--- config.mk ---
export PLATFORM = sky130hd
export DESIGN_NAME = mbe_front
export DESIGN_NICKNAME = d
export VERILOG_FILES = /design/src/mandelbrot_escape_time_macros.svh /design/src/mbe_pkg.sv /design/src/mbe_front.sv
export SDC_FILE = /design/constraint.sdc
export NUM_CORES = 2
export LEC_CHECK = 0
export BUFFER_PORTS_ARGS = -buffer_cell sky130_fd_sc_hd__buf_4
export CORE_UTILIZATION = 58
export DETAILED_ROUTE_END_ITERATION = 10
export GPL_ROUTABILITY_DRIVEN = 0
export PLACE_DENSITY = 0.8
export SYNTH_ARGS = -nofsm -noshare
export SYNTH_HDL_FRONTEND = slang
export SYNTH_SLANG_ARGS = --single-unit
export TNS_END_PERCENT = 50
--- constraint.sdc ---
create_clock -name clk -period 7.1 [get_ports clk]
set_input_delay 0.71 -clock clk [delete_from_list [all_inputs] [get_ports clk]]
set_output_delay 0.71 -clock clk [all_outputs]
set_load 0.005 [all_outputs]
--- src/mandelbrot_escape_time_macros.svh ---
// assertion macros for the mandelbrot escape-time block
// expects clk and rst_n in the scope where a macro is used
`ifndef MANDELBROT_ESCAPE_TIME_MACROS_SVH
`define MANDELBROT_ESCAPE_TIME_MACROS_SVH

// same-cycle implication, off while in reset
`define MBE_CHECK(lbl, ante, cons) \
  lbl: assert property (@(posedge clk) disable iff (!rst_n) (ante) |-> (cons)) \
    else $error("mbe check failed");

// next-cycle implication, off while in reset
`define MBE_CHECK_NEXT(lbl, ante, cons) \
  lbl: assert property (@(posedge clk) disable iff (!rst_n) (ante) |=> (cons)) \
    else $error("mbe next-cycle check failed");

`endif

--- src/mbe_pkg.sv ---
// shared constants, types and helpers for the mandelbrot escape-time block
// no dependencies
package mbe_pkg;

  localparam int COORD_BITS = 12;
  localparam int FRAC_BITS  = 28;
  localparam int ITER_BITS  = 16;
  localparam int FIX_W      = 32;
  localparam int WIDE_W     = 2 * FIX_W;
  localparam int ROWS_W     = 13;
  localparam int PIDX_W     = 24;
  localparam int ESC_SH     = 2 * FRAC_BITS + 2;
  localparam int CFG_IDX_W  = 3;
  localparam int CFG_DATA_W = 32;
  localparam int IN_W       = ((2 * COORD_BITS + 7) / 8) * 8;
  localparam int OUT_W      = ((ITER_BITS + PIDX_W + 7) / 8) * 8;
  localparam int FIFO_DEPTH = 2;
  localparam int FIFO_AW    = $clog2(FIFO_DEPTH);
  localparam int FIFO_CW    = $clog2(FIFO_DEPTH + 1);

  typedef logic [COORD_BITS-1:0]   coord_t;
  typedef logic signed [FIX_W-1:0] fix_t;
  typedef logic signed [WIDE_W-1:0] wide_t;
  typedef logic [ITER_BITS-1:0]    iter_t;
  typedef logic [ROWS_W-1:0]       rows_t;
  typedef logic [PIDX_W-1:0]       pidx_t;

  typedef enum logic [CFG_IDX_W-1:0] {
    REG_X_LOW     = 3'd0,
    REG_Y_LOW     = 3'd1,
    REG_X_STEP    = 3'd2,
    REG_Y_STEP    = 3'd3,
    REG_MAX_ITERS = 3'd4,
    REG_ROWS      = 3'd5
  } cfg_reg_t;

  localparam fix_t  X_LOW_RST     = 32'shE000_0000;
  localparam fix_t  Y_LOW_RST     = 32'shF000_0000;
  localparam fix_t  X_STEP_RST    = 32'sh0004_0000;
  localparam fix_t  Y_STEP_RST    = 32'sh0004_0000;
  localparam iter_t MAX_ITERS_RST = 16'd256;
  localparam rows_t ROWS_RST      = 13'd1024;

  typedef struct packed {
    fix_t  x_low;
    fix_t  y_low;
    fix_t  x_step;
    fix_t  y_step;
    iter_t max_iters;
    rows_t rows;
  } cfg_t;

  // one mapped pixel handed from front to back
  typedef struct packed {
    fix_t  cre;
    fix_t  cim;
    pidx_t idx;
  } job_t;

  typedef struct packed {
    logic full;
    logic empty;
  } fifo_stat_t;

  function automatic fix_t sat_fix(input wide_t v);
    wide_t hi;
    wide_t lo;
    hi = {{(WIDE_W - FIX_W + 1){1'b0}}, {(FIX_W - 1){1'b1}}};
    lo = ~hi;
    if (v > hi) begin
      sat_fix = hi[FIX_W-1:0];
    end else if (v < lo) begin
      sat_fix = lo[FIX_W-1:0];
    end else begin
      sat_fix = v[FIX_W-1:0];
    end
  endfunction

endpackage

--- src/mbe_front.sv ---
// input side: takes pixel words and maps them to a point c and a store index
// two register stages, then a push into the job queue; depends on mbe_pkg
module mbe_front (
  input  logic                       clk,
  input  logic                       rst_n,
  input  mbe_pkg::cfg_t              cfg,
  input  logic                       in_tvalid,
  output logic                       in_tready,
  input  logic [mbe_pkg::IN_W-1:0]   in_tdata,
  input  mbe_pkg::fifo_stat_t        q_stat,
  output logic                       q_push,
  output mbe_pkg::job_t              q_data
);
  import mbe_pkg::*;

  localparam int PX_W = COORD_BITS + 1 + FIX_W;
  localparam int IP_W = COORD_BITS + ROWS_W;

  logic                   s1_v_r, s1_v_nxt;
  logic                   s2_v_r, s2_v_nxt;
  logic signed [PX_W-1:0] px_r, px_nxt;
  logic signed [PX_W-1:0] py_r, py_nxt;
  logic [IP_W-1:0]        ip_r, ip_nxt;
  coord_t                 row1_r;
  job_t                   job_r, job_nxt;

  coord_t                 col;
  coord_t                 row;
  logic                   accept;
  logic                   s2_take;
  logic                   s1_move;
  wide_t                  cre_sum;
  wide_t                  cim_sum;
  logic [IP_W-1:0]        idx_sum;

  assign col     = in_tdata[COORD_BITS-1:0];
  assign row     = in_tdata[2*COORD_BITS-1:COORD_BITS];
  assign q_push  = s2_v_r && !q_stat.full;
  assign q_data  = job_r;
  assign s2_take = !s2_v_r || q_push;
  assign s1_move = s1_v_r && s2_take;
  assign in_tready = !s1_v_r || s2_take;
  assign accept  = in_tvalid && in_tready;

  always_comb begin
    s1_v_nxt = accept || (s1_v_r && !s2_take);
    s2_v_nxt = s1_move || (s2_v_r && !q_push);

    // stage one: the three products
    px_nxt = $signed({1'b0, col}) * cfg.x_step;
    py_nxt = $signed({1'b0, row}) * cfg.y_step;
    ip_nxt = IP_W'(col) * IP_W'(cfg.rows);

    // stage two: offsets, saturation and index wrap
    cre_sum = px_r;
    cre_sum = cre_sum + cfg.x_low;
    cim_sum = py_r;
    cim_sum = cim_sum + cfg.y_low;
    idx_sum = ip_r + IP_W'(row1_r);
    job_nxt.cre = sat_fix(cre_sum);
    job_nxt.cim = sat_fix(cim_sum);
    job_nxt.idx = idx_sum[PIDX_W-1:0];
  end

  always_ff @(posedge clk) begin
    if (!rst_n) begin
      s1_v_r <= 1'b0;
      s2_v_r <= 1'b0;
    end else begin
      s1_v_r <= s1_v_nxt;
      s2_v_r <= s2_v_nxt;
    end
  end

  always_ff @(posedge clk) begin
    if (accept) begin
      px_r   <= px_nxt;
      py_r   <= py_nxt;
      ip_r   <= ip_nxt;
      row1_r <= row;
    end
    if (s1_move) begin
      job_r <= job_nxt;
    end
  end

endmodule

Word level (Yosys, flattened, before mapping)
Cells that the tools add are included.

cells by class
  reductions and logical operators = 14
  muxes and demuxes = 2
  multipliers = 3
  $add $sub $neg = 3
  magnitude comparators = 4

operators by type and width
  kind                    count
  $add A45 B32 Y46        2
  $gt A46 B32 Y1 const B  2
  $lt A46 B32 Y1 const B  2
  $mul A13 B32 Y45        2
  $mux W32                2
  $add A24 B12 Y24        1
  $mul A12 B13 Y24        1
  $logic_and A1 B1 Y1     5
  $logic_not A1 Y1        5
  $logic_or A1 B1 Y1      4

storage, ports and cells
  logic and storage cells = 35
  output and inout bits = 90
  register bits = 216

Longest topological paths before layout
  word-level depth = 6
  mapped depth = 26

Worst setup path after synthesis
No wires, ideal clock.

  path kind = input to register
  start point = in q_stat[1] in the netlist's numbering
  end point = reg job_r, in the netlist q_data[0] (enable)
  library setup time = 0.668 ns
  cell stages on the path = 1
  path slack = -0.666 ns
  data arrival time = 7.098 ns
  cells stage by stage = a21boi_0

between the ends
  word-level cells in the longest chain between the ends = 4

RTL lines
  item                    RTL line         source
  start: declaration      mbe_front.sv:10  input mbe_pkg::fifo_stat_t q_stat,
  $logic_not A1 Y1        mbe_front.sv:38  assign q_push = s2_v_r && !q_stat.full;
  $logic_and A1 B1 Y1     mbe_front.sv:38
  $logic_or A1 B1 Y1      mbe_front.sv:40  assign s2_take = !s2_v_r || q_push;
  $logic_and A1 B1 Y1     mbe_front.sv:41  assign s1_move = s1_v_r && s2_take;
  end signal: assignment  mbe_front.sv:83  job_r <= job_nxt;
  end: declaration        mbe_front.sv:25  job_t job_r, job_nxt;

Every way passes these cells.
A chain may end at the register's enable or synchronous reset.

Final worst setup path
  start point = in in_tdata[13] in the netlist's numbering
  end point = reg py_r[44] (data pin)

between the ends
  word-level cells in the longest chain between the ends = 1

RTL lines
  item                    RTL line         source
  start: declaration      mbe_front.sv:9   input logic [mbe_pkg::IN_W-1:0] in_tdata,
  $mul A13 B32 Y45        mbe_front.sv:51  py_nxt = $signed({1'b0, row}) * cfg.y_step;
  net py_nxt[44]          mbe_front.sv:22  logic signed [PX_W-1:0] py_r, py_nxt;
  end signal: assignment  mbe_front.sv:78  py_r <= py_nxt;
  end: declaration        mbe_front.sv:22

The timed path passes the listed nets, and every way through them passes these cells.

==> flow_metrics.tcl <==
set metrics [dict create \
    status "completed" \
    grt_antenna_before_repair 9 \
    grt_pass1_wl_um 171000 \
    die_y_um 277 \
    register_to_register_path_depth 15 \
    path_class "in -> reg" \
    timing.hold.worst_path_depth 2 \
    io_pins 276 \
    drc 0 \
    cts_num_sinks 216 \
    vdd_drop_max_uv 392 \
    cts_tree "yes" \
    grt_util_all_layers 0.273 \
    final_layout_size_suffix_gt1_frac 0.0758 \
    synth_top_area_cell "fa_1" \
    cts_resized 0 \
    synth_cell_types 75 \
    grt_overflow_total 0 \
    layout.core_utilization 0.636 \
    cp_max_fo 21 \
    power_total_mw 25.2 \
    edff_count_synth 214 \
    placement_rows 100 \
    fin_worst_skew_ns 0.0251 \
    totalNegativeSetupSlack_ns 0 \
    layout_common_cells "1,043 x inv_1, 788 x fa_1, 627 x nand2_1" \
    timing.fmax_ghz 0.156 \
    leakage_nw 23.7 \
    port_buffers 258 \
    synthesis.yosys.warnings 0 \
    critPathLaunchType "primary input" \
    floorplan_core_area_mm2 0.0747 \
    largest_cells_by_area_after_synthesis "fa_1 36%, edfxtp_1 15%, ha_1 10%, inv_1 8.9%, and2_1 5.9%" \
    final.min_clock_period_ns 6.41 \
    total_cts_buffers 27 \
    num-nets-final 6273 \
    areaGrowthSynthToFinish_pct 8.13 \
    cp_data_arrival_time_ns 6.71 \
    synth_seq_area_share 0.147 \
    holdWs_ns 0.383 \
    antenna_violating_nets_post_route 0 \
    syn_area_per_cell_um2 9.11 \
    grt_setup_unrepaired "no" \
    drt-wirelength-per-cell_um 17.1 \
    total_of_flip_flops_plus_latches_after_synthesis 216 \
    ctsRootBufferMaster "clkbuf_16" \
    pwr_density_cell_mw_per_mm2 530 \
    largest_net_degree_at_the_start_of_global_routing 83 \
    first_global_vias 34700 \
    worstHoldPathType "in -> reg" \
    yosys.area.top_type_share 0.359 \
    tightest_slew_ns 1.08 \
    post_drt_via_cell_ratio 5.49 \
    timing.critical_path.required_ns 7.40 \
    cts_hold_buf 0 \
    layout_commonest_cell "inv_1" \
    detail_route.iter0.violations 2087 \
    final_hold_viol_count 0 \
    start_util 0.588 \
    dominantRegCellSynth "edfxtp_1" \
    post-route-period-util 0.903 \
    clk_pin_slew_ns 0.06 \
    netlist_area_mm2 0.0439 \
    slew_headroom 0.280 \
    clock_tree.htree_level_count 1 \
    area_of_the_die_mm2 0.0768 \
    die_x_um 277 \
    syn_nets 6154 \
    synth-async-reset-ratio 0 \
    slew_viol_final 0 \
    vias 32600 \
    setup-violations-final 0 \
    dp_hpwl_um 83400 \
    cell_count_after_synthesis 4820 \
    drt-pass1-iter-count 6 \
    worst_setup_path_end_kind "register" \
    cts-root-to-sink-buffers 3 \
    wl_um 101000 \
    post-cts-setup-buffer-count 0 \
    clkLatencyLatePin_ns 0.58 \
    cap_viol_max_count 0 \
]
## synthesized netlist by cell type, types with 11 or more instances
cell type / instances
nor3_1: 32
o21ai_1: 31
a21o_1: 106
o211ai_1: 13
a21oi_1: 180
inv_1: 1043
o31ai_1: 15
xor2_1: 59
a211oi_1: 19
edfxtp_1: 214
and2_1: 415
nor2_1: 113
or3_1: 11
nand4_1: 23
and3_1: 19
nand2_1: 627
xnor2_1: 141
o21a_1: 29
clkbuf_1: 202
nand3_1: 45
o21ai_0: 122
nor2b_1: 21
o21bai_1: 36
nand2b_1: 26
a31oi_1: 15
fa_1: 788
ha_1: 360
## routing by layer
| layer | global-route usage | routed length, µm | vias to the layer above | share of wire |
|---|---|---|---|---|
| met3 | 0.0467 | 7850 | 159 | 0.078 |
| met1 | 0.368 | 43000 | 16200 | 0.42 |
| met2 | 0.464 | 48300 | 1099 | 0.48 |
| met4 | 0.0575 | 1880 | 16 | 0.019 |
| li1 | - | - | 15100 | - |
| met5 | 0 | 89 | - | 0.00088 |
## logic make-up (layout without fill, tap and decap cells)
kind of cell | Yosys count | count (layout) | share of synthesized area
other | 0 | 1 | 0
flip-flops | 216 | 216 | 0.147
XOR/XNOR | 200 | 200 | 0.0399
buffers and inverters | 1255 | 1394 | 0.108
adder cells (fa/ha/maj) | 1148 | 1148 | 0.462
AO/OA/AOI/OAI | 638 | 638 | 0.0922
AND/OR/NAND/NOR | 1361 | 1361 | 0.151
multiplexers | 2 | 2 | 0.000484
## state kept, by name, indices dropped and copies added (netlist names)
signal / flops
px_r: 45
py_r: 45
s1_v_r: 1
ip_r: 24
row1_r: 12
s2_v_r: 1
q_data: 88
## cell type report
| class | instances | area, µm² |
|---|---|---|
| antenna | 1 | 2.50 |
| fill | 5973 | 27200 |
| tap | 969 | 1210 |
| timing repair buffer | 301 | 2260 |
| sequential | 216 | 6470 |
| multi-input combinational | 3349 | 32700 |
| clock buffer | 30 | 687 |
| inverter | 1044 | 3920 |
| clock inverter | 19 | 219 |
## worst max-delay path, stage by stage
cell	delay, ns
buf_4	0.18
and2_1	0.18
fa_1	0.53
inv_1	0.05
fa_1	0.49
inv_1	0.06
fa_1	0.50
fa_1	0.56
inv_1	0.05
fa_1	0.48
inv_1	0.04
ha_1	0.29
buf_4	0.16
nand3_1	0.07
o22ai_1	0.10
o22ai_1	0.23
o211ai_1	0.24
a311o_1	0.40
a211o_1	0.30
a31oi_1	0.15
buf_4	0.15
nor4_1	0.06
nor3_1	0.26
o21ai_0	0.16
a21oi_1	0.19
xnor2_1	0.08
## stage by stage
| stage | cells | cell area [µm²] | setup slack [ns] |
|---|---|---|---|
| 4_1_cts | 5928 | 47500 | 0.744 |
| 3_3_place_gp | 5879 | 46600 | 0.239 |
| 6_report | 5929 | 47500 | 0.690 |
| 2_1_floorplan | 4820 | 43900 | 0.350 |
| 5_1_grt | 5929 | 47500 | 0.199 |
| 3_5_place_dp | 5879 | 46600 | 0.156 |
## where the power goes
group	internal, mW	switching (mW)	total [mW]	leakage [nW]
clock	0.844	0.572	1.42	0.439
sequential	2.94	0.185	3.12	2.04
combinational	8.80	11.8	20.6	21.2
## path summary, 6_finish.rpt
| path | start | end | slack [ns] |
|---|---|---|---|
| setup / recovery | in_tdata[13] | py_r[44] | 0.69 |
| hold / removal | rst_n | s2_v_r | 0.38 |
| setup reg to reg | px_r[0] | q_data[80] | 2.25 |
| hold reg to reg | s1_v_r | s2_v_r | 0.52 |
Note: power is estimated with default switching activity, not from simulation.
