[config.mk]
export PLATFORM = sky130hd
export DESIGN_NAME = mbe_fifo
export DESIGN_NICKNAME = d
export VERILOG_FILES = /design/src/mandelbrot_escape_time_macros.svh /design/src/mbe_pkg.sv /design/src/mbe_fifo.sv
export SDC_FILE = /design/constraint.sdc
export NUM_CORES = 1
export LEC_CHECK = 0
export ABC_AREA = 1
export CORE_UTILIZATION = 45
export CTS_CLUSTER_DIAMETER = 100
export DETAILED_ROUTE_END_ITERATION = 10
export DONT_BUFFER_PORTS = 1
export PLACE_DENSITY = 0.64
export SLEW_MARGIN = 10
export SYNTH_ARGS = -nofsm -noshare
export SYNTH_HDL_FRONTEND = slang
export SYNTH_SLANG_ARGS = --single-unit
export TNS_END_PERCENT = 20
[constraint.sdc]
create_clock -name clk -period 6.5 [get_ports clk]
set_input_delay 1.95 -clock clk [delete_from_list [all_inputs] [get_ports clk]]
set_output_delay 1.95 -clock clk [all_outputs]
set_load 0.005 [all_outputs]
[src/mandelbrot_escape_time_macros.svh]
// assertion macros for the mandelbrot escape-time block
// expects clk and rst_n in the scope where a macro is used
`ifndef MANDELBROT_ESCAPE_TIME_MACROS_SVH
`define MANDELBROT_ESCAPE_TIME_MACROS_SVH

// same-cycle implication, off while in reset
`define MBE_CHECK(lbl, ante, cons) \
  lbl: assert property (@(posedge clk) disable iff (!rst_n) (ante) |-> (cons)) \
    else $error("mbe check failed");

// next-cycle implication, off while in reset
`define MBE_CHECK_NEXT(lbl, ante, cons) \
  lbl: assert property (@(posedge clk) disable iff (!rst_n) (ante) |=> (cons)) \
    else $error("mbe next-cycle check failed");

`endif

[src/mbe_pkg.sv]
// shared constants, types and helpers for the mandelbrot escape-time block
// no dependencies
package mbe_pkg;

  localparam int COORD_BITS = 12;
  localparam int FRAC_BITS  = 28;
  localparam int ITER_BITS  = 16;
  localparam int FIX_W      = 32;
  localparam int WIDE_W     = 2 * FIX_W;
  localparam int ROWS_W     = 13;
  localparam int PIDX_W     = 24;
  localparam int ESC_SH     = 2 * FRAC_BITS + 2;
  localparam int CFG_IDX_W  = 3;
  localparam int CFG_DATA_W = 32;
  localparam int IN_W       = ((2 * COORD_BITS + 7) / 8) * 8;
  localparam int OUT_W      = ((ITER_BITS + PIDX_W + 7) / 8) * 8;
  localparam int FIFO_DEPTH = 2;
  localparam int FIFO_AW    = $clog2(FIFO_DEPTH);
  localparam int FIFO_CW    = $clog2(FIFO_DEPTH + 1);

  typedef logic [COORD_BITS-1:0]   coord_t;
  typedef logic signed [FIX_W-1:0] fix_t;
  typedef logic signed [WIDE_W-1:0] wide_t;
  typedef logic [ITER_BITS-1:0]    iter_t;
  typedef logic [ROWS_W-1:0]       rows_t;
  typedef logic [PIDX_W-1:0]       pidx_t;

  typedef enum logic [CFG_IDX_W-1:0] {
    REG_X_LOW     = 3'd0,
    REG_Y_LOW     = 3'd1,
    REG_X_STEP    = 3'd2,
    REG_Y_STEP    = 3'd3,
    REG_MAX_ITERS = 3'd4,
    REG_ROWS      = 3'd5
  } cfg_reg_t;

  localparam fix_t  X_LOW_RST     = 32'shE000_0000;
  localparam fix_t  Y_LOW_RST     = 32'shF000_0000;
  localparam fix_t  X_STEP_RST    = 32'sh0004_0000;
  localparam fix_t  Y_STEP_RST    = 32'sh0004_0000;
  localparam iter_t MAX_ITERS_RST = 16'd256;
  localparam rows_t ROWS_RST      = 13'd1024;

  typedef struct packed {
    fix_t  x_low;
    fix_t  y_low;
    fix_t  x_step;
    fix_t  y_step;
    iter_t max_iters;
    rows_t rows;
  } cfg_t;

  // one mapped pixel handed from front to back
  typedef struct packed {
    fix_t  cre;
    fix_t  cim;
    pidx_t idx;
  } job_t;

  typedef struct packed {
    logic full;
    logic empty;
  } fifo_stat_t;

  function automatic fix_t sat_fix(input wide_t v);
    wide_t hi;
    wide_t lo;
    hi = {{(WIDE_W - FIX_W + 1){1'b0}}, {(FIX_W - 1){1'b1}}};
    lo = ~hi;
    if (v > hi) begin
      sat_fix = hi[FIX_W-1:0];
    end else if (v < lo) begin
      sat_fix = lo[FIX_W-1:0];
    end else begin
      sat_fix = v[FIX_W-1:0];
    end
  endfunction

endpackage

[src/mbe_fifo.sv]
// short job queue between the mapping front and the iteration back
// depends on mbe_pkg
module mbe_fifo (
  input  logic                clk,
  input  logic                rst_n,
  input  logic                push,
  input  mbe_pkg::job_t       wdata,
  input  logic                pop,
  output mbe_pkg::job_t       rdata,
  output mbe_pkg::fifo_stat_t stat
);
  import mbe_pkg::*;

  job_t               mem_r [FIFO_DEPTH];
  logic [FIFO_AW-1:0] wp_r, wp_nxt;
  logic [FIFO_AW-1:0] rp_r, rp_nxt;
  logic [FIFO_CW-1:0] cnt_r, cnt_nxt;

  assign stat.full  = (cnt_r == FIFO_CW'(FIFO_DEPTH));
  assign stat.empty = (cnt_r == '0);
  assign rdata      = mem_r[rp_r];

  always_comb begin
    wp_nxt  = push ? wp_r + 1'b1 : wp_r;
    rp_nxt  = pop ? rp_r + 1'b1 : rp_r;
    cnt_nxt = cnt_r;
    case ({push, pop})
      2'b10:   cnt_nxt = cnt_r + 1'b1;
      2'b01:   cnt_nxt = cnt_r - 1'b1;
      default: cnt_nxt = cnt_r;
    endcase
  end

  always_ff @(posedge clk) begin
    if (!rst_n) begin
      wp_r  <= '0;
      rp_r  <= '0;
      cnt_r <= '0;
    end else begin
      wp_r  <= wp_nxt;
      rp_r  <= rp_nxt;
      cnt_r <= cnt_nxt;
    end
  end

  always_ff @(posedge clk) begin
    if (push) begin
      mem_r[wp_r] <= wdata;
    end
  end

endmodule

After elaboration in Yosys (flattened, before gate mapping)
Memory sizes are Yosys's and may differ from the RTL's. A register that Yosys moved wholly into a read port is not among the register bits. Cells that the tools add are included.

Register bits after elaboration: 4. Memories kept: 1. Logic and storage cells: 18. Input bits: 92. Output and inout port bits: 90. RAM bits: 176.

Memory list: mem_r (depth 2, width 88, read ports 1, clocked after memory_dff 1, wr ports 1, line mbe_fifo.sv:14) `job_t mem_r [FIFO_DEPTH];`.

Mux-type cells: 5. Reduce and logical (&&, ||, !) cells: 2. Equality and inequality tests: 3. Add/subtract/negate cells: 4.

Operator list (count): $eq 2x2->1 const B (2); $mux 1 (4); $pmux 2 s2 (1); $add 1x1->1 const B (2); $add 2x1->2 const B (1); $eq 2x1->1 const B (1); $logic_not 2->1 (1); $reduce_bool 2->1 (1); $sub 2x1->2 const B (1).

Logic depth before layout (Yosys ltp)
Gate-level depths: netlist of the first run.

Depth in word-level cells: 3. Mapped depth: 7. Gate-level depth less buffers: 7.

Worst setup path before layout of the first run
No wires, ideal clock.

Path type: input to register. From: input push. To: memory mem_r[0][0] in the netlist's numbering, enable pin. Stages: 2. Path slack: 0.266 ns. Library setup time: 0.537 ns. Buffers on the path: 0. Required time: 5.963 ns. Arrival time: 5.697 ns. Cells stage by stage: inv_1 nor2_1.

Word-level cells in the longest chain between the ends: 2.

Ends and longest elaborated chain: start: declaration (line mbe_fifo.sv:6) `input logic push,`; $mux 1 (line mbe_fifo.sv:47) `if (push) begin`; $mux 1 (not written as such) (line mbe_fifo.sv:48) `mem_r[wp_r] <= wdata;`; end: declaration (line mbe_fifo.sv:14).

No other way between the ends.

==> results_dict.tcl, run 1 <==
set metrics [dict create \
    outcome "completed" \
    yosysWarnings 0 \
    start_kind "flop" \
    synth_top_area_cell "edfxtp_1" \
    path_clk_slew_ns 0.06 \
    ff2ff_setup_slack_ns 4.31 \
    ctsResizeCount 0 \
    post_cts_buffers 0 \
    routed_wl_mm 10.6 \
    fin_crit_sh 0.649 \
    maxCapViolations 0 \
    cts_buffer_depth 2 \
    fin_crit_ns 4.22 \
    cts_num_sinks 181 \
    grt_pass1_wl_mm 15.1 \
    dp_slack_ns 2.66 \
    antenna_found_initial 0 \
    end_kind "output port" \
    hold_ws_ns 0.507 \
    ys_types 13 \
    ys_ff_latch 181 \
    first_pass_iters 4 \
    syn-instance-count 309 \
    num_vias 2705 \
    rsz0062_at_grt "no" \
    vdd_drop_max_mv 0.204 \
    reg2reg_to "mem_r[1][1]" \
    hold_path.class "flop to flop" \
    root_buffer "clkbuf_16" \
    syn2layout_area_growth_pct 11.7 \
    final_nets 414 \
    tightest_slew_ns 1.01 \
    synth.yosys.seq_area_share 0.809 \
    relSlewSlack 0.324 \
    drive_above_1_share 0.368 \
    rr_worst_depth 3 \
    synth_area_mm2 0.00665 \
    die-area_mm2 0.0153 \
    finClkSkew_ns 0.00691 \
    hold_viol_final 0 \
    path_cells "buf_4 > mux2_2" \
    coreArea_mm2 0.0145 \
    setup_viol 0 \
    fp-row-count 44 \
    synth.most_common_cell "edfxtp_1" \
    synth-edff-count 176 \
    crit_required_ns 4.55 \
    cts_tree "done" \
    ys.flop_type "edfxtp_1" \
    cts_made_buffers 17 \
    drc 0 \
    antenna_left 0 \
    synthTopCellsByCount "176 x edfxtp_1, 68 x mux2_2, 20 x mux2_4, 12 x nor2_1, 8 x nand2_1" \
    drt_iter0_drc 170 \
    cp.arrival_ns 2.27 \
    place.gp.congestion 0.689 \
    ios 182 \
    crit_fanout 47 \
    syn_nets 402 \
    hpwlAfterDp_mm 6.99 \
    p_leak_nw 2.49 \
    synthArstFlopShare 0 \
    hp-start "rp_r" \
    drv_slew 0 \
    r2r-start "wp_r" \
    clk_latency_ns 0.42 \
    routedWlPerCell_um 20.5 \
    ctsHtreeMaxLevel 4 \
    grt_pass1_vias 2765 \
    avgSynthCellArea_um2 21.5 \
    crit_path_top_delay_cell "dfxtp_4" \
    pwr_density_cell_mw_per_mm2 337 \
    start_util 0.459 \
    slowest_delay_ns 0.70 \
    die_h_um 124 \
    synth_top_area_frac 0.794 \
    fmax_ghz 0.237 \
    cts_hold_buf 0 \
    synth.area.top_cells "edfxtp_1 79%, mux2_2 12%, mux2_4 4.5%" \
    crit_type "flop to output port" \
    grt_usage 0.140 \
    hold_end "rp_r" \
    grt_max_degree 72 \
    viasPerCell 5.22 \
    holdPathStages 2 \
    portBuffers 0 \
    final.setup.worst_slack_ns 2.28 \
    n_antenna_cell 0 \
    die_w_um 124 \
    grt-ovfl-total 0 \
    fin_setup_tns_ns 0 \
]
[where the power goes]
| part | internal [mW] | switching [mW] | total [mW] |
|---|---|---|---|
| Combinational | 0.0604 | 0.0705 | 0.131 |
| Sequential | 1.35 | 0.0229 | 1.37 |
| Clock | 0.602 | 0.401 | 1.00 |
[sequential cells by signal (all words and copies together), names as in the netlist, named ones only]
register / cells
rp_r: 1
wp_r: 1
cnt_r: 2
mem_r: 176
[worst max-delay path: cells and delay by family (launching register included)]
| kind | cells | cell delay (ns) |
|---|---|---|
| buf+inv | 1 | 0.65 |
| flops | 1 | 0.70 |
| mux | 1 | 0.43 |
[layer usage]
| metal | GRT usage | vias to the layer above | wire [um] |
|---|---|---|---|
| li1 | - | 1224 | - |
| met1 | 0.155 | 1337 | 3930 |
| met2 | 0.210 | 133 | 5040 |
| met3 | 0.0884 | 11 | 1510 |
| met4 | 0.0640 | 0 | 138 |
| met5 | 0 | - | 0 |
[cell families (layout without fill, tap and decap cells)]
kind of cell,Yosys count,in the layout,share of synthesized area
buffers and inverters,16,41,0.0147
and+or+nand+nor,21,21,0.0122
AOI/OAI and AO/OA,2,2,0.00150
adders and majority gates,1,1,0.00188
muxes,88,88,0.160
DFF,181,181,0.809
[metrics by stage]
step                      power (mW)   util  std cells  area [um^2]
final                           2.51  0.513        518         7430
after detailed placement        1.54  0.473        486         6840
after CTS                       2.54  0.513        518         7430
after floorplan                 1.51      -        309         6650
after global routing            2.60  0.513        518         7430
after global placement          1.53  0.473        486         6840
[worst max path at each step]
stage	end	depth (start not counted)	startpoint	slack, ns
after floorplan	mem_r[0][0]	2	push	0.27
after global placement	mem_r[1][1]	3	push	2.70
after detailed placement	rdata[45]	2	flop	2.66
after CTS	rdata[31]	2	flop	2.21
after global routing	rdata[44]	2	flop	2.12
final	rdata[31]	2	flop	2.28
[layout make-up]
cell class	count	area (um^2)
clock buffers	18	429
clock inverters	14	160
fillers	1142	7050
inverters	6	23.8
multi-input cells	112	1180
flip-flops and latches	181	5390
well taps	184	230
repair buffers	3	22.5
[layout by cell type (no fill, tap or decap)]
| cell | synthesis | layout |
|---|---|---|
| edfxtp_1 | 176 | 176 |
| mux2_2 | 68 | 68 |
| mux2_4 | 20 | 20 |
| clkbuf_16 | 0 | 17 |
| nor2_1 | 12 | 11 |
| nand2_1 | 8 | 8 |
| inv_1 | 6 | 5 |
| clkinv_2 | 0 | 5 |
| dfxtp_1 | 5 | 4 |
| bufinv_16 | 0 | 3 |
| clkinv_4 | 0 | 3 |
| buf_4 | 0 | 3 |
| clkinv_1 | 0 | 2 |
| nor2_4 | 0 | 1 |
| o21ai_0 | 1 | 1 |
| a21oi_1 | 1 | 1 |
| nand4_1 | 1 | 1 |
| ha_1 | 1 | 1 |
| dfxtp_4 | 0 | 1 |
| inv_6 | 0 | 1 |
| clkbuf_1 | 0 | 1 |
| clkinvlp_4 | 0 | 1 |
(Power assumes the default switching activity.)
==> run 2, diff against run 1 <==
--- a/config.mk
+++ b/config.mk
@@ -10,7 +10,7 @@
 export CTS_CLUSTER_DIAMETER = 100
 export DETAILED_ROUTE_END_ITERATION = 10
 export DONT_BUFFER_PORTS = 1
-export PLACE_DENSITY = 0.64
+export PLACE_DENSITY = 0.62
 export SLEW_MARGIN = 10
 export SYNTH_ARGS = -nofsm -noshare
 export SYNTH_HDL_FRONTEND = slang
==> constraint.sdc (replaced) <==
create_clock -name clk -period 4.05 [get_ports clk]
set_input_delay 1.215 -clock clk [delete_from_list [all_inputs] [get_ports clk]]
set_output_delay 1.215 -clock clk [all_outputs]
set_load 0.005 [all_outputs]
==> results_dict.tcl, run 2 (same netlist as run 1, synthesis figures left out) <==
set metrics [dict create \
    cts_hold_buf 0 \
    die_h_um 124 \
    final_nets 415 \
    hold_viol_final 0 \
    ctsResizeCount 0 \
    outcome "completed" \
    regMostFlops "mem_r" \
    path_clk_slew_ns 0.06 \
    crit_required_ns 2.83 \
    fillerInstances 1160 \
    fin_crit_sh 0.778 \
    die_w_um 124 \
    rsz0062_at_grt "no" \
    placed_area_mm2 0.00690 \
    die-area_mm2 0.0153 \
    cts_buffer_depth 2 \
    root_buffer "clkbuf_16" \
    grt-ovfl-total 0 \
    finClkSkew_ns 0.00647 \
    drc 0 \
    antenna_left 0 \
    start_kind "flop" \
    fp-row-count 44 \
    crit_fanout 47 \
    final_common_cell "edfxtp_1" \
    n_antenna_cell 0 \
    place.gp.congestion 0.714 \
    ff_latch_area_mm2 0.00539 \
    drive_above_1_share 0.359 \
    largest_register_ff_count 176 \
    cts_num_sinks 181 \
    start_util 0.459 \
    setup_viol 0 \
    cp.arrival_ns 1.94 \
    routed_wl_mm 10.3 \
    ctsHtreeMaxLevel 4 \
    relSlewSlack 0.532 \
    syn2layout_area_growth_pct 12.0 \
    post_cts_buffers 0 \
    reg_top3 "mem_r: 176 flops, cnt_r: 2 flops" \
    cts_made_buffers 17 \
    grt_max_degree 50 \
    vdd_drop_max_mv 0.250 \
    end_kind "output port" \
    fin_setup_tns_ns 0 \
    cts_tree "done" \
    grt_pass1_vias 2751 \
    fin_crit_ns 3.15 \
    ios 182 \
    portBuffers 0 \
    grt_usage 0.135 \
    final_cell_mix "176 x edfxtp_1, 68 x mux2_2, 20 x mux2_4" \
    coreArea_mm2 0.0145 \
    grt_pass1_wl_mm 14.5 \
    hpwlAfterDp_mm 6.82 \
    clk_latency_ns 0.41 \
    maxCapViolations 0 \
    antenna_found_initial 0 \
    hold_path.class "flop to flop" \
    viasPerCell 5.19 \
    pwr_density_cell_mw_per_mm2 529 \
    postLayoutCellArea_mm2 0.00745 \
    tightest_slew_ns 0.700 \
    routedWlPerCell_um 19.9 \
    drt_iter0_drc 169 \
    num_vias 2686 \
    fmax_ghz 0.317 \
    drv_slew 0 \
    first_pass_iters 4 \
    p_leak_nw 2.48 \
    multi_input_area_mm2 0.00118 \
    crit_type "flop to output port" \
]
-- run 2: changes by cell type in the layout (fill, tap and decap cells not counted) --
cell	change
buf_12	+4
buf_4	-3
bufinv_16	-1
clkbuf_1	+3
clkinv_2	-3
clkinv_4	-2
clkinvlp_4	+2
inv_4	+1
inv_6	-1
-- run 2: stage by stage --
stage	hold slack (ns)	std cells	worst slack, ns	util	total power [mW]
3_3_place_gp	0.474	487	1.31	0.477	2.46
6_report	0.493	518	0.898	0.515	3.94
4_1_cts	0.498	518	0.829	0.515	3.99
3_5_place_dp	0.484	487	1.29	0.477	2.47
2_1_floorplan	0.463	309	0.0826	-	2.42
5_1_grt	0.538	518	0.746	0.515	4.09
-- run 2: power breakdown --
group          internal [mW]  switching, mW  leakage (nW)
clock                  0.899          0.617         0.258
sequential              2.17         0.0372          1.69
combinational          0.105          0.114         0.525
total                   3.17          0.768          2.48
-- run 2: layout make-up --
cell class | instances | area share
clock buffers | 21 | 0.0591
clock inverters | 10 | 0.0146
inverters | 6 | 0.00336
multi-input cells | 112 | 0.158
flip-flops and latches | 181 | 0.723
well taps | 184 | 0.0309
repair buffers | 4 | 0.0107
-- run 2: worst max-delay path: stages, from the launching register on --
cell and delay, ns:
dfxtp_4 0.74, buf_12 0.36, mux2_2 0.40
-- run 2: per-layer routing --
| metal | up-vias | part of all wire | global-route usage |
|---|---|---|---|
| li1 | 1224 | - | - |
| met1 | 1329 | 0.36 | 0.138 |
| met2 | 126 | 0.50 | 0.221 |
| met3 | 7 | 0.13 | 0.0856 |
| met4 | 0 | 0.0094 | 0.0520 |
| met5 | - | 0 | 0 |
-- run 2: path summary, 6_finish.rpt --
| check | startpoint | to | slack, ns | cells past startpoint |
|---|---|---|---|---|
| hold reg to reg | rp_r | rp_r | 0.49 | 2 |
| setup / recovery | flop | rdata[87] | 0.90 | 2 |
| setup reg to reg | wp_r | mem_r[1][25] | 2.37 | 3 |
| hold / removal | rp_r | rp_r | 0.49 | 2 |
